### src/design/hc_pkg.sv
// ----------------------------------------------------------------------------
// hc_pkg - shared types, constants and tables for the 2x2 Hill cipher block
// Alphabet size, derived widths, register indexes, reset key, the residue
// table for 5-bit letter codes, the modular inverse table and the helpers
// of the two-step modular reduction.
// ----------------------------------------------------------------------------
`default_nettype none

package hc_pkg;

	// Alphabet and derived widths
	localparam int ALPHABET_SIZE = 26;
	localparam int FIELD_W       = 5;                         // letter and key code width
	localparam int RES_W         = $clog2(ALPHABET_SIZE);     // residue width
	localparam int PROD_W        = 2 * RES_W;                 // residue times residue
	localparam int SUM_W         = 2 * RES_W + 1;             // sum of two products
	localparam int QUOT_W        = RES_W + 2;                 // quotient of a SUM_W value
	localparam int MOD_SQ        = ALPHABET_SIZE * ALPHABET_SIZE;

	// Reciprocal for the quotient estimate: floor(x * RECIP / 2^SHIFT) is q or q-1
	localparam int RED_SHIFT = 16;
	localparam int RED_RECIP = (1 << RED_SHIFT) / ALPHABET_SIZE;

	// Configuration port
	localparam int CFG_IDX_W = 4;
	localparam logic [CFG_IDX_W-1:0] REG_KEY_R0C0 = CFG_IDX_W'(0);
	localparam logic [CFG_IDX_W-1:0] REG_KEY_R0C1 = CFG_IDX_W'(1);
	localparam logic [CFG_IDX_W-1:0] REG_KEY_R1C0 = CFG_IDX_W'(2);
	localparam logic [CFG_IDX_W-1:0] REG_KEY_R1C1 = CFG_IDX_W'(3);

	// Identity key after reset
	localparam logic [FIELD_W-1:0] KEY_R0C0_RST = FIELD_W'(1);
	localparam logic [FIELD_W-1:0] KEY_R0C1_RST = FIELD_W'(0);
	localparam logic [FIELD_W-1:0] KEY_R1C0_RST = FIELD_W'(0);
	localparam logic [FIELD_W-1:0] KEY_R1C1_RST = FIELD_W'(1);

	// Stream widths
	localparam int TDATA_W = 16;

	// Operation codes
	localparam logic OP_ENCRYPT = 1'b0;
	localparam logic OP_DECRYPT = 1'b1;

	typedef logic [RES_W-1:0] fld_tab_t [2**FIELD_W];
	typedef logic [RES_W-1:0] inv_tab_t [ALPHABET_SIZE];

	// Residue of every 5-bit code
	function automatic fld_tab_t build_fld_tab();
		fld_tab_t t;
		for (int i = 0; i < 2**FIELD_W; i++) begin
			t[i] = RES_W'(i % ALPHABET_SIZE);
		end
		return t;
	endfunction

	// Smallest inverse of every residue, zero where none exists
	function automatic inv_tab_t build_inv_tab();
		inv_tab_t t;
		for (int a = 0; a < ALPHABET_SIZE; a++) begin
			t[a] = '0;
			for (int i = ALPHABET_SIZE - 1; i >= 1; i--) begin
				if (((a * i) % ALPHABET_SIZE) == 1) begin
					t[a] = RES_W'(i);
				end
			end
		end
		return t;
	endfunction

	localparam fld_tab_t FLD_TAB = build_fld_tab();
	localparam inv_tab_t INV_TAB = build_inv_tab();

	// Quotient estimate of x by the alphabet size (exact or one short)
	function automatic logic [QUOT_W-1:0] quot_est(input logic [SUM_W-1:0] x);
		logic [SUM_W+RED_SHIFT-1:0] prod;
		prod = (SUM_W+RED_SHIFT)'(x) * (SUM_W+RED_SHIFT)'(RED_RECIP);
		return prod[RED_SHIFT +: QUOT_W];
	endfunction

	// Remainder from the estimate, with one correction step
	function automatic logic [RES_W-1:0] rem_fix(input logic [SUM_W-1:0] x,
			input logic [QUOT_W-1:0] q);
		logic [SUM_W-1:0] r;
		r = x - SUM_W'(q) * SUM_W'(ALPHABET_SIZE);
		if (r >= SUM_W'(ALPHABET_SIZE)) begin
			r = r - SUM_W'(ALPHABET_SIZE);
		end
		return RES_W'(r);
	endfunction

endpackage

`default_nettype wire

### src/design/hill_cipher_2x2_mod26.sv
// ----------------------------------------------------------------------------
// hill_cipher_2x2_mod26 - pipelined 2x2 Hill cipher on letter pairs
// Encrypts or decrypts one pair of letter codes per transaction with a
// programmable 2x2 key, modulo the alphabet size.
// ----------------------------------------------------------------------------
// One pair enters per clock and its result leaves from the last stage; the rate
// stays at one transaction per cycle while m_tready is high. The ten register
// stages are: operand reduction, key products, determinant quotient,
// determinant residue, inverse lookup and row products, row sum quotient,
// row sum residue, scaling by the inverse determinant, scaled quotient and
// scaled residue. Each stage holds its transaction only while the next one
// is full and blocked, so empty stages keep taking input while a result waits
// at the output. Decrypt with a key whose determinant has no inverse returns
// zero letters and sets m_tuser. Write the key only while no transaction is
// in flight.
`default_nettype none

module hill_cipher_2x2_mod26 (
	input  wire logic                            clk,
	input  wire logic                            arst_n,
	// configuration write channel
	input  wire logic                            cfg_valid,
	output logic                                 cfg_ready,
	input  wire logic [hc_pkg::CFG_IDX_W-1:0]    cfg_index,
	input  wire logic [hc_pkg::FIELD_W-1:0]      cfg_data,
	// input pairs
	input  wire logic                            s_tvalid,
	output logic                                 s_tready,
	input  wire logic [hc_pkg::TDATA_W-1:0]      s_tdata,  // [4:0] first_letter, [9:5] second_letter
	input  wire logic                            s_tuser,  // [0] operation
	// results
	output logic                                 m_tvalid,
	input  wire logic                            m_tready,
	output logic [hc_pkg::TDATA_W-1:0]           m_tdata,  // [4:0] first_out, [9:5] second_out
	output logic                                 m_tuser   // [0] key_not_invertible
);

	localparam int NSTG = 10;
	localparam int RW   = hc_pkg::RES_W;
	localparam int PW   = hc_pkg::PROD_W;
	localparam int SW   = hc_pkg::SUM_W;
	localparam int QW   = hc_pkg::QUOT_W;
	localparam int FW   = hc_pkg::FIELD_W;

	// Key registers
	logic [FW-1:0] key00_q, key01_q, key10_q, key11_q;
	logic [RW-1:0] kr00, kr01, kr10, kr11;

	// Pipeline control
	logic [NSTG:1] vld_q;
	logic [NSTG:1] rdy;

	// Stage payload
	logic          op_s1, op_s2, op_s3, op_s4, op_s5, op_s6, op_s7, op_s8, op_s9, op_s10;
	logic [RW-1:0] p0_s1, p1_s1, p0_s2, p1_s2, p0_s3, p1_s3, p0_s4, p1_s4;
	logic [PW-1:0] ad_s2, bc_s2;
	logic [SW-1:0] dx_s3;
	logic [QW-1:0] dq_s3;
	logic [RW-1:0] det_s4;
	logic          err_s5, err_s6, err_s7, err_s8, err_s9, err_s10;
	logic [RW-1:0] g_s5, g_s6, g_s7;
	logic [SW-1:0] t0_s5, t1_s5, t0_s6, t1_s6;
	logic [QW-1:0] tq0_s6, tq1_s6;
	logic [RW-1:0] tr0_s7, tr1_s7;
	logic [PW-1:0] u0_s8, u1_s8, u0_s9, u1_s9;
	logic [QW-1:0] uq0_s9, uq1_s9;
	logic [RW-1:0] res0_s10, res1_s10;

	// Stage combinational values
	logic [SW-1:0] dx_d;
	logic [RW-1:0] inv_d, nb_d, nc_d;
	logic [RW-1:0] m00_d, m01_d, m10_d, m11_d;

	// Configuration: always ready, unknown indexes dropped
	assign cfg_ready = 1'b1;

	always_ff @(posedge clk or negedge arst_n) begin
		if (!arst_n) begin
			key00_q <= hc_pkg::KEY_R0C0_RST;
			key01_q <= hc_pkg::KEY_R0C1_RST;
			key10_q <= hc_pkg::KEY_R1C0_RST;
			key11_q <= hc_pkg::KEY_R1C1_RST;
		end else if (cfg_valid && cfg_ready) begin
			unique case (cfg_index)
				hc_pkg::REG_KEY_R0C0: key00_q <= cfg_data;
				hc_pkg::REG_KEY_R0C1: key01_q <= cfg_data;
				hc_pkg::REG_KEY_R1C0: key10_q <= cfg_data;
				hc_pkg::REG_KEY_R1C1: key11_q <= cfg_data;
				default: ;
			endcase
		end
	end

	// Reduced key; the user keeps it stable while transactions are in flight, the block does not enforce it
	assign kr00 = hc_pkg::FLD_TAB[key00_q];
	assign kr01 = hc_pkg::FLD_TAB[key01_q];
	assign kr10 = hc_pkg::FLD_TAB[key10_q];
	assign kr11 = hc_pkg::FLD_TAB[key11_q];

	// Ready chain: a stage loads when empty or when its successor moves
	always_comb begin
		rdy[NSTG] = !vld_q[NSTG] || m_tready;
		for (int k = NSTG - 1; k >= 1; k--) begin
			rdy[k] = !vld_q[k] || rdy[k+1];
		end
	end

	assign s_tready = rdy[1];

	// Advance valid bits
	always_ff @(posedge clk or negedge arst_n) begin
		if (!arst_n) begin
			vld_q <= '0;
		end else begin
			if (rdy[1]) begin
				vld_q[1] <= s_tvalid;
			end
			for (int k = 2; k <= NSTG; k++) begin
				if (rdy[k]) begin
					vld_q[k] <= vld_q[k-1];
				end
			end
		end
	end

	// Stage 1: reduce letter codes
	always_ff @(posedge clk) begin
		if (rdy[1]) begin
			op_s1 <= s_tuser;
			p0_s1 <= hc_pkg::FLD_TAB[s_tdata[FW-1:0]];
			p1_s1 <= hc_pkg::FLD_TAB[s_tdata[2*FW-1:FW]];
		end
	end

	// Stage 2: determinant products
	always_ff @(posedge clk) begin
		if (rdy[2]) begin
			op_s2 <= op_s1;
			p0_s2 <= p0_s1;
			p1_s2 <= p1_s1;
			ad_s2 <= PW'(kr00) * PW'(kr11);
			bc_s2 <= PW'(kr01) * PW'(kr10);
		end
	end

	// Stage 3: non-negative determinant and its quotient estimate
	assign dx_d = SW'(ad_s2) + SW'(hc_pkg::MOD_SQ) - SW'(bc_s2);

	always_ff @(posedge clk) begin
		if (rdy[3]) begin
			op_s3 <= op_s2;
			p0_s3 <= p0_s2;
			p1_s3 <= p1_s2;
			dx_s3 <= dx_d;
			dq_s3 <= hc_pkg::quot_est(dx_d);
		end
	end

	// Stage 4: determinant residue
	always_ff @(posedge clk) begin
		if (rdy[4]) begin
			op_s4  <= op_s3;
			p0_s4  <= p0_s3;
			p1_s4  <= p1_s3;
			det_s4 <= hc_pkg::rem_fix(dx_s3, dq_s3);
		end
	end

	// Stage 5: inverse lookup, adjugate or key rows, row products
	assign inv_d = hc_pkg::INV_TAB[det_s4];
	assign nb_d  = (kr01 == '0) ? '0 : RW'(hc_pkg::ALPHABET_SIZE - int'(kr01));
	assign nc_d  = (kr10 == '0) ? '0 : RW'(hc_pkg::ALPHABET_SIZE - int'(kr10));

	always_comb begin
		if (op_s4 == hc_pkg::OP_DECRYPT) begin
			m00_d = kr11;
			m01_d = nb_d;
			m10_d = nc_d;
			m11_d = kr00;
		end else begin
			m00_d = kr00;
			m01_d = kr01;
			m10_d = kr10;
			m11_d = kr11;
		end
	end

	always_ff @(posedge clk) begin
		if (rdy[5]) begin
			op_s5  <= op_s4;
			err_s5 <= (op_s4 == hc_pkg::OP_DECRYPT) && (inv_d == '0);
			g_s5   <= (op_s4 == hc_pkg::OP_DECRYPT) ? inv_d : RW'(1);
			t0_s5  <= SW'(m00_d) * SW'(p0_s4) + SW'(m01_d) * SW'(p1_s4);
			t1_s5  <= SW'(m10_d) * SW'(p0_s4) + SW'(m11_d) * SW'(p1_s4);
		end
	end

	// Stage 6: row sum quotients
	always_ff @(posedge clk) begin
		if (rdy[6]) begin
			op_s6  <= op_s5;
			err_s6 <= err_s5;
			g_s6   <= g_s5;
			t0_s6  <= t0_s5;
			t1_s6  <= t1_s5;
			tq0_s6 <= hc_pkg::quot_est(t0_s5);
			tq1_s6 <= hc_pkg::quot_est(t1_s5);
		end
	end

	// Stage 7: row sum residues
	always_ff @(posedge clk) begin
		if (rdy[7]) begin
			op_s7  <= op_s6;
			err_s7 <= err_s6;
			g_s7   <= g_s6;
			tr0_s7 <= hc_pkg::rem_fix(t0_s6, tq0_s6);
			tr1_s7 <= hc_pkg::rem_fix(t1_s6, tq1_s6);
		end
	end

	// Stage 8: scale by the inverse determinant (one for encrypt)
	always_ff @(posedge clk) begin
		if (rdy[8]) begin
			op_s8  <= op_s7;
			err_s8 <= err_s7;
			u0_s8  <= PW'(tr0_s7) * PW'(g_s7);
			u1_s8  <= PW'(tr1_s7) * PW'(g_s7);
		end
	end

	// Stage 9: scaled quotients
	always_ff @(posedge clk) begin
		if (rdy[9]) begin
			op_s9  <= op_s8;
			err_s9 <= err_s8;
			u0_s9  <= u0_s8;
			u1_s9  <= u1_s8;
			uq0_s9 <= hc_pkg::quot_est(SW'(u0_s8));
			uq1_s9 <= hc_pkg::quot_est(SW'(u1_s8));
		end
	end

	// Stage 10: final residues, zero on error
	always_ff @(posedge clk) begin
		if (rdy[10]) begin
			op_s10   <= op_s9;
			err_s10  <= err_s9;
			res0_s10 <= err_s9 ? '0 : hc_pkg::rem_fix(SW'(u0_s9), uq0_s9);
			res1_s10 <= err_s9 ? '0 : hc_pkg::rem_fix(SW'(u1_s9), uq1_s9);
		end
	end

	// Drive the result channel
	assign m_tvalid = vld_q[NSTG];
	assign m_tuser  = err_s10;
	assign m_tdata  = {(hc_pkg::TDATA_W - 2*FW)'(0), FW'(res1_s10), FW'(res0_s10)};

	// Assertions
	a_err_only_decrypt: assert property (@(posedge clk) disable iff (!arst_n)
		(m_tvalid && m_tuser) |-> (op_s10 == hc_pkg::OP_DECRYPT))
		else $error("error flag on an encrypt transaction");

	a_err_zero_data: assert property (@(posedge clk) disable iff (!arst_n)
		(m_tvalid && m_tuser) |-> (m_tdata == '0))
		else $error("nonzero letters with error flag");

	a_res_range: assert property (@(posedge clk) disable iff (!arst_n)
		m_tvalid |-> ((int'(res0_s10) < hc_pkg::ALPHABET_SIZE) &&
			(int'(res1_s10) < hc_pkg::ALPHABET_SIZE)))
		else $error("result residue out of range");

	a_det_range: assert property (@(posedge clk) disable iff (!arst_n)
		vld_q[4] |-> (int'(det_s4) < hc_pkg::ALPHABET_SIZE))
		else $error("determinant residue out of range");

	a_ready_when_empty: assert property (@(posedge clk) disable iff (!arst_n)
		!m_tvalid |-> s_tready)
		else $error("input stalled with an empty output stage");

endmodule

`default_nettype wire

### config.mk
export PLATFORM = sky130hd
export DESIGN_NAME = hill_cipher_2x2_mod26
export DESIGN_NICKNAME = d
export VERILOG_FILES = /design/src/design/hc_pkg.sv /design/src/design/hill_cipher_2x2_mod26.sv
export SDC_FILE = /design/constraint.sdc
export NUM_CORES = 1
export LEC_CHECK = 0
export BUFFER_PORTS_ARGS = -buffer_cell sky130_fd_sc_hd__buf_2
export CAP_MARGIN = 0
export CORE_ASPECT_RATIO = 1.4
export CORE_MARGIN = 5
export CORE_UTILIZATION = 65
export DETAILED_ROUTE_END_ITERATION = 12
export PLACE_DENSITY = 0.83
export SLEW_MARGIN = 10
export SYNTH_ARGS = -nofsm -noshare
export SYNTH_HDL_FRONTEND = slang
export SYNTH_SLANG_ARGS = --single-unit
### constraint.sdc
create_clock -name clk -period 8.5 [get_ports clk]
set_input_delay 2.55 -clock clk [delete_from_list [all_inputs] [get_ports clk]]
set_output_delay 2.55 -clock clk [all_outputs]
set_load 0.005 [all_outputs]
==> metrics, run 1 <==
Pins Over Slew Limit=0; clock sink total=268; Cell Area, Synth=28,900 sq um; Slew HR=21.6%; worst path cell trace=buf_2 -> nor2b_1 -> nand2_1 -> buf_4 -> nor2_1 -> and2_1 -> nand4_1 -> buf_4 -> or2_2 -> buf_2; CTS tree=yes; PortBufs=37; post-DP HPWL=45.9 mm; Top FF cell, synth=edfxtp_1; fin cells=3,403; gr usage total=23.5%; RSZ-0062 raised after global routing=no; Setup crit end kind=output pin; delay-heaviest family, CP=simple AND/OR/NAND/NOR gates; worst-case reg-to-reg path depth=25; aggregate global routing overflow=0; Worst R2R Start=bc_s2[2]; Std-Cell Rows=91; via count=19,400; Max Cap Viol=0; register area share after synthesis=27.3%; Ports=51; CTS max path bufs=3; Final GP Congestion=0.924; Worst path slowest cell=or2_2; Num CTS Buffers=28; starting density of the core=65.6%; Max Fanout on Critical Path=35; Worst Path Buf+Inv=4; Final setup viols=0; reg2reg end=dq_s3[5]; distinct cell type count of the synthesized netlist=81; status=complete, no violations; Syn Area/Cell=10.5 sq um; fill count=3,044; final WL=55.7 mm; number of global-route vias before repair=21,900; core area=44,100 sq um; Post-Route Utilization=69.8%; dpl cells=3,351; crit-path max cell delay=460 ps; final hold viol count=0; Hold Crit Depth=0; number of flops mapped to enable cells by yosys=238; worst skew pair latency=590 ps; Multi-input gate area=18,600 sq um; crit path launch type=input port; vias per cell=5.72; largest net degree at the start of global routing=36; Sequential Area=7900 sq um; NumNets Final=3,641; synth top area cells=edfxtp_1, ha_1, fa_1; R2R Setup Slk=1650 ps; Tightest Pin Transition=1170 ps; FMAX=132 MHz; first-pass GRT wire length=96.5 mm; FFs w/ async S/R, synth=11.2%; part of the cycle the worst path needs=88.9%; CP required=5950 ps; Reg clk slew, reported paths=70 ps; Max H-tree Level=1; ant diodes=0; fin crit period=7560 ps; Synth Warn #=0; Root Buffer=clkbuf_16; Worst Hold Path EP=g_s7[2]; #FFs+latches synth=268; WP data arrival=5010 ps; Worst Skew=19.9 ps; Initial DRC Count=772; drt drc=0; cells after synthesis=2,768; Die Ht=260 um; top cell type's share of synthesized area=24.7%; P&R area growth vs syn=6.34%; CTS resizes=0; Die Wd=188 um; Final TNS setup=0 ps; area leader, netlist=edfxtp_1; Crit Path Class=input port to output pin; initial antenna violation count=0; share of layout cells above drive strength 1=4.85%; hold_buf cts=0; post-route ant nets=0; # Post-CTS Setup Buffers=0; Die Outline Area=48,900 sq um; Hold Path Class=register to register; Avg WL per Cell=16.4 um; Pre-Repair DR Iteration Count=5; min-delay src=g_s6[2]
==> final cells by class <==
type | instances | area share, %
clock buffers | 32 | 2.40
clock inverters | 20 | 0.854
inverters | 616 | 7.52
multi-input cells | 1866 | 60.5
flip-flops and latches | 268 | 25.7
well taps | 558 | 2.27
repair buffers | 43 | 0.748
==> Yosys cell counts, drive strengths merged, types with 32 or more instances <==
cell    instances
a21o           39
inv           616
nor3           32
a21oi         111
xnor2          73
xor2           51
edfxtp        238
o21ai          88
nand2         137
and2           95
ha            513
nor2           95
fa            274
==> registers in the layout, indices dropped and copies added, names as in the netlist, 7 cells and up <==
signal and cells:
tq1_s6 7, t1_s5 11, dx_s3 11, u1_s9 10
u0_s8 10, u0_s9 10, u1_s8 10, t0_s5 11
dq_s3 7, t1_s6 11, bc_s2 10, vld_q 10
tq0_s6 7, ad_s2 10, t0_s6 11
==> layout by cell type (no fill, tap or decap), types with 29 or more instances in the layout <==
master	n
fa_1	274
nor3_1	32
inv_1	616
nand2b_1	29
buf_2	37
clkbuf_16	29
and2_1	95
edfxtp_1	238
a21o_1	39
xor2_1	51
ha_1	513
nand2_1	137
a21oi_1	109
nor2_1	95
xnor2_1	73
o21ai_0	84
==> logic make-up (layout without fill, tap and decap cells) <==
kind of cell	after synthesis	after routing	share of synthesized area [%]
multiplexers	33	33	1.29
buffers and inverters	639	711	8.38
XOR/XNOR	126	126	3.91
AO/OA/AOI/OAI	395	395	8.76
flip-flops	268	268	27.3
adder cells (fa/ha/maj)	787	787	41.2
AND/OR/NAND/NOR	518	518	9.16
other	2	7	0.0260
==> worst max-delay path by stage <==
stage	slack [ps]	cells past startpoint	startpoint	endpoint
floorplan	260	6	m_tready	s_tready
global placement	1050	10	m_tready	s_tready
detailed placement	950	10	m_tready	s_tready
CTS	940	10	m_tready	s_tready
global route	730	10	m_tready	s_tready
finish	940	10	m_tready	s_tready
==> routing by layer <==
metal	track usage, %	share of wire [%]	up-vias
met5	0	0	-
met4	10.9	4.8	0
met3	2.56	2.8	210
met2	48.6	58	388
met1	22.8	34	9550
li1	-	-	9301
==> through the flow <==
stage | instance area, sq um | worst slack [ps] | hold WS (ps)
global route | 30800 | 726 | 424
global placement | 29800 | 1050 | 403
finish | 30800 | 940 | 412
detailed placement | 29800 | 948 | 405
floorplan | 28900 | 259 | 400
CTS | 30800 | 939 | 413
Power of run 1 is left out: the tool's default activity adds up to more than one toggle a clock period on the data nets, which glitch-free logic cannot reach.
==> inputs of run 2 (changes only) <==
--- a/constraint.sdc
+++ b/constraint.sdc
@@ -3,2 +3,2 @@
 set_output_delay 2.55 -clock clk [all_outputs]
-set_load 0.005 [all_outputs]
+set_load 0.02 [all_outputs]
==> metrics, run 2 (synthesized netlist as in run 1, its figures left out) <==
status=complete, no violations; Worst Skew=16.3 ps (-3.64 ps); core area=44,100 sq um (unchanged); hold_buf cts=0 (unchanged); vias per cell=5.71 (-0.12%); number of global-route vias before repair=21,600 (-1.6%); crit path launch type=input port; share of layout cells above drive strength 1=4.85% (unchanged); post-DP HPWL=45.8 mm (-0.35%); Max H-tree Level=1 (unchanged); final WL=55.3 mm (-0.72%); R2R Setup Slk=1530 ps (-120 ps); Pre-Repair DR Iteration Count=5 (unchanged); hold slack=417 ps (+4.78 ps); Pins Over Slew Limit=0 (unchanged); CTS tree=yes; starting density of the core=65.6% (unchanged); # Post-CTS Setup Buffers=0 (unchanged); final hold viol count=0 (unchanged); Tightest Pin Transition=1150 ps (-27.3 ps); P&R area growth vs syn=6.25% (about the same); commonest non-fill, non-tap cells in the layout=inv_1, ha_1, fa_1, edfxtp_1, nand2_1; Ports=51 (unchanged); CTS max path bufs=3 (unchanged); worst-case reg-to-reg path depth=25 (unchanged); Max Cap Viol=0 (unchanged); Worst path slowest cell=or2_2; Max Fanout on Critical Path=35 (unchanged); Post-Route Utilization=69.8% (about the same); CTS resizes=0 (unchanged); Initial DRC Count=693 (-10%); aggregate global routing overflow=0 (unchanged); Die Outline Area=48,900 sq um (unchanged); Slew HR=23.0% (+1.4 points); Die Ht=260 um (unchanged); PortBufs=37 (unchanged); crit-path max cell delay=460 ps (about the same); gr usage total=23.3% (-0.24 points); reg2reg end=dq_s3[4]; Critical Path End=s_tready; commonest non-fill, non-tap cell in the layout=inv_1; initial antenna violation count=0 (unchanged); Num CTS Buffers=28 (unchanged); RSZ-0062 raised after global routing=no; NumNets Final=3,641 (unchanged); worst skew pair latency=590 ps (about the same); post-route ant nets=0 (unchanged); Hold Path Class=register to register; Root Buffer=clkbuf_16; largest net degree at the start of global routing=36 (unchanged); Final setup viols=0 (unchanged); FMAX=132 MHz (about the same); Avg WL per Cell=16.2 um (-0.72%); first-pass GRT wire length=95.6 mm (-0.97%); CP required=5950 ps (about the same); Std-Cell Rows=91 (unchanged); worst path cell trace=buf_2 -> nor2b_1 -> nand2_1 -> buf_4 -> nor2_1 -> and2_1 -> nand4_1 -> buf_4 -> or2_2 -> buf_2; WP data arrival=5010 ps (about the same); Crit Path Class=input port to output pin; Final GP Congestion=0.927 (+0.35%); part of the cycle the worst path needs=89.0% (about the same); drt drc=0 (unchanged); Setup crit end kind=output pin; fin crit period=7560 ps (+3.62 ps); Final TNS setup=0 ps (unchanged); Crit. Startpoint=m_tready; Worst R2R Start=bc_s2[2]; clock sink total=268 (unchanged); Reg clk slew, reported paths=60 ps (about the same); via count=19,400 (-0.12%); ant diodes=0 (unchanged); Die Wd=188 um (unchanged)
-- run 2: how the worst min path moves through the flow --
stage / to / start / slack [ps] / cells after the start
floorplan: err_s6 / err_s5 / 400 / 0
global placement: p1_s2[4] / p1_s1[4] / 400 / 0
detailed placement: op_s3 / op_s2 / 400 / 0
CTS: op_s3 / op_s2 / 420 / 0
global route: op_s3 / op_s2 / 420 / 0
finish: p1_s3[1] / p1_s2[1] / 420 / 0
-- run 2: area by class of cell --
class | count | area [sq um]
Multi-Input combinational cell | 1866 | 18600
Sequential cell | 268 | 7900
Clock inverter | 15 | 154
Inverter | 616 | 2310
Clock buffer | 37 | 820
Fill cell | 3082 | 13300
Tap cell | 558 | 698
Timing Repair Buffer | 43 | 230
-- run 2: per-layer routing --
layer	track usage (%)	up-vias	part of all wire [%]
li1	-	9318	-
met1	23.0	9574	35
met2	48.5	382	59
met3	2.56	152	2.9
met4	9.01	0	3.8
met5	0	-	0
-- run 2: per-stage QoR --
step,area (sq um),instances,worst slack [ps]
final,30700,3403,936
after global placement,29800,3351,1020
after CTS,30700,3403,936
after global routing,30700,3403,736
after floorplan,28900,2773,228
after detailed placement,29800,3351,969
-- run 2: critical path, delay by kind of cell --
kind / cells / cell delay (ps)
buffers and inverters: 4 / 870
AND/OR/NAND/NOR: 6 / 1580
Power of run 2 is left out for the same reason.
==> inputs of run 3 (changes only) <==
- CORE_ASPECT_RATIO: 1.4 -> 0.6
==> metrics, run 3 (synthesized netlist as in run 1, its figures left out) <==
Pins Over Slew Limit=0 (unchanged); core area=43,600 sq um (-0.99%); largest net degree at the start of global routing=43 (+19%); Initial DRC Count=1,324 (+91%); number of global-route vias before repair=20,800 (-3.7%); CTS max path bufs=3 (unchanged); Final setup viols=0 (unchanged); fin cells=3,424 (+0.62%); NumNets Final=3,643 (+0.055%); reg2reg end=t0_s5[10]; clock sink total=268 (unchanged); Die Wd=282 um (+50%); gr usage total=24.1% (+0.79 points); dpl cells=3,375 (+0.72%); min-delay src=p1_s2[3]; crit path launch type=input port; Reg clk slew, reported paths=60 ps (about the same); part of the cycle the worst path needs=86.4% (-2.5 points); Max Cap Viol=0 (unchanged); Num CTS Buffers=27 (-3.6%); initial antenna violation count=0 (unchanged); Ports=51 (unchanged); Setup crit end kind=output pin; starting density of the core=66.3% (+0.66 points); drt drc=0 (unchanged); PortBufs=37 (unchanged); Pre-Repair DR Iteration Count=7 (+2); Max H-tree Level=1 (unchanged); hold_buf cts=0 (unchanged); CP required=5950 ps (about the same); commonest non-fill, non-tap cells in the layout=inv_1, ha_1, fa_1, edfxtp_1, nand2_1; ant diodes=0 (unchanged); Worst Skew=19.4 ps (+3.17 ps); Hold Path Class=register to register; Final TNS setup=0 ps (unchanged); worst-case reg-to-reg path depth=23 (-8.0%); Tightest Pin Transition=1180 ps (+28.4 ps); FMAX=136 MHz (+2.9%); commonest non-fill, non-tap cell in the layout=inv_1; fin crit period=7350 ps (-217 ps); share of layout cells above drive strength 1=4.67% (-0.18 points); aggregate global routing overflow=0 (unchanged); Die Outline Area=49,000 sq um (+0.16%); P&R area growth vs syn=6.04%; Post-Route Utilization=70.3% (+0.56 points); Sequential Area=7900 sq um (unchanged); worst skew pair latency=560 ps (-30 ps); final WL=57.1 mm (+3.2%); Multi-input gate area=18,600 sq um (unchanged); Critical Path End=s_tready; Worst R2R Start=key01_q[1]; Slew HR=21.5% (-1.4 points); RSZ-0062 raised after global routing=no; status=complete, no violations; Die Ht=173 um (-33%); Max Fanout on Critical Path=33 (-5.7%); WP data arrival=4800 ps (-210 ps); Final GP Congestion=0.925 (-0.22%); Crit. Startpoint=m_tready; via count=19,400 (+0.098%); Root Buffer=clkbuf_16; fill count=3,031 (-1.7%); first-pass GRT wire length=98.6 mm (+3.1%); post-DP HPWL=46.8 mm (+2.3%); Std-Cell Rows=59 (-35%); # Post-CTS Setup Buffers=0 (unchanged); CTS resizes=0 (unchanged); Crit Path Class=input port to output pin; Avg WL per Cell=16.7 um (+2.6%); post-route ant nets=0 (unchanged); R2R Setup Slk=1660 ps (+130 ps); final hold viol count=0 (unchanged); vias per cell=5.68 (-0.52%); Hold Crit Depth=0 (unchanged); CTS tree=yes
[run 3: per-stage QoR]
stage | instance area, sq um | setup slack (ps) | hold slack [ps]
floorplan | 28900 | 228 | 400
global placement | 29800 | 1270 | 401
detailed placement | 29800 | 1180 | 405
CTS | 30700 | 1140 | 416
global route | 30700 | 916 | 426
finish | 30700 | 1150 | 415
[run 3: cell type report]
type	instances	area share (%)
clock buffers	41	2.54
clock inverters	8	0.277
inverters	616	7.54
multi-input cells	1866	60.7
flip-flops and latches	268	25.8
well taps	579	2.36
repair buffers	46	0.824
[run 3: critical path: stages]
cell     delay, ps
buf_2           90
nor2b_1        360
nand2_1        150
nor2_1         250
and2_1         300
nand4_1        120
buf_4          270
or2_2          460
buf_2          210
[run 3: how the worst min path moves through the flow]
stage / to / slack [ps]
after floorplan: err_s6 / 400
after global placement: p1_s3[2] / 400
after detailed placement: err_s7 / 400
after CTS: p1_s3[3] / 420
after global routing: g_s6[1] / 430
final: p1_s3[3] / 420
[run 3: per-layer routing]
metal | vias up | GRT usage [%] | wire (um) | part of all wire, %
met1 | 9451 | 34.6 | 25900 | 45
met3 | 106 | 3.74 | 3700 | 6.5
li1 | 9326 | - | - | -
met4 | 0 | 4.67 | 1020 | 1.8
met5 | - | 0 | 0 | 0
met2 | 562 | 39.5 | 26400 | 46
Power of run 3 is left out for the same reason.
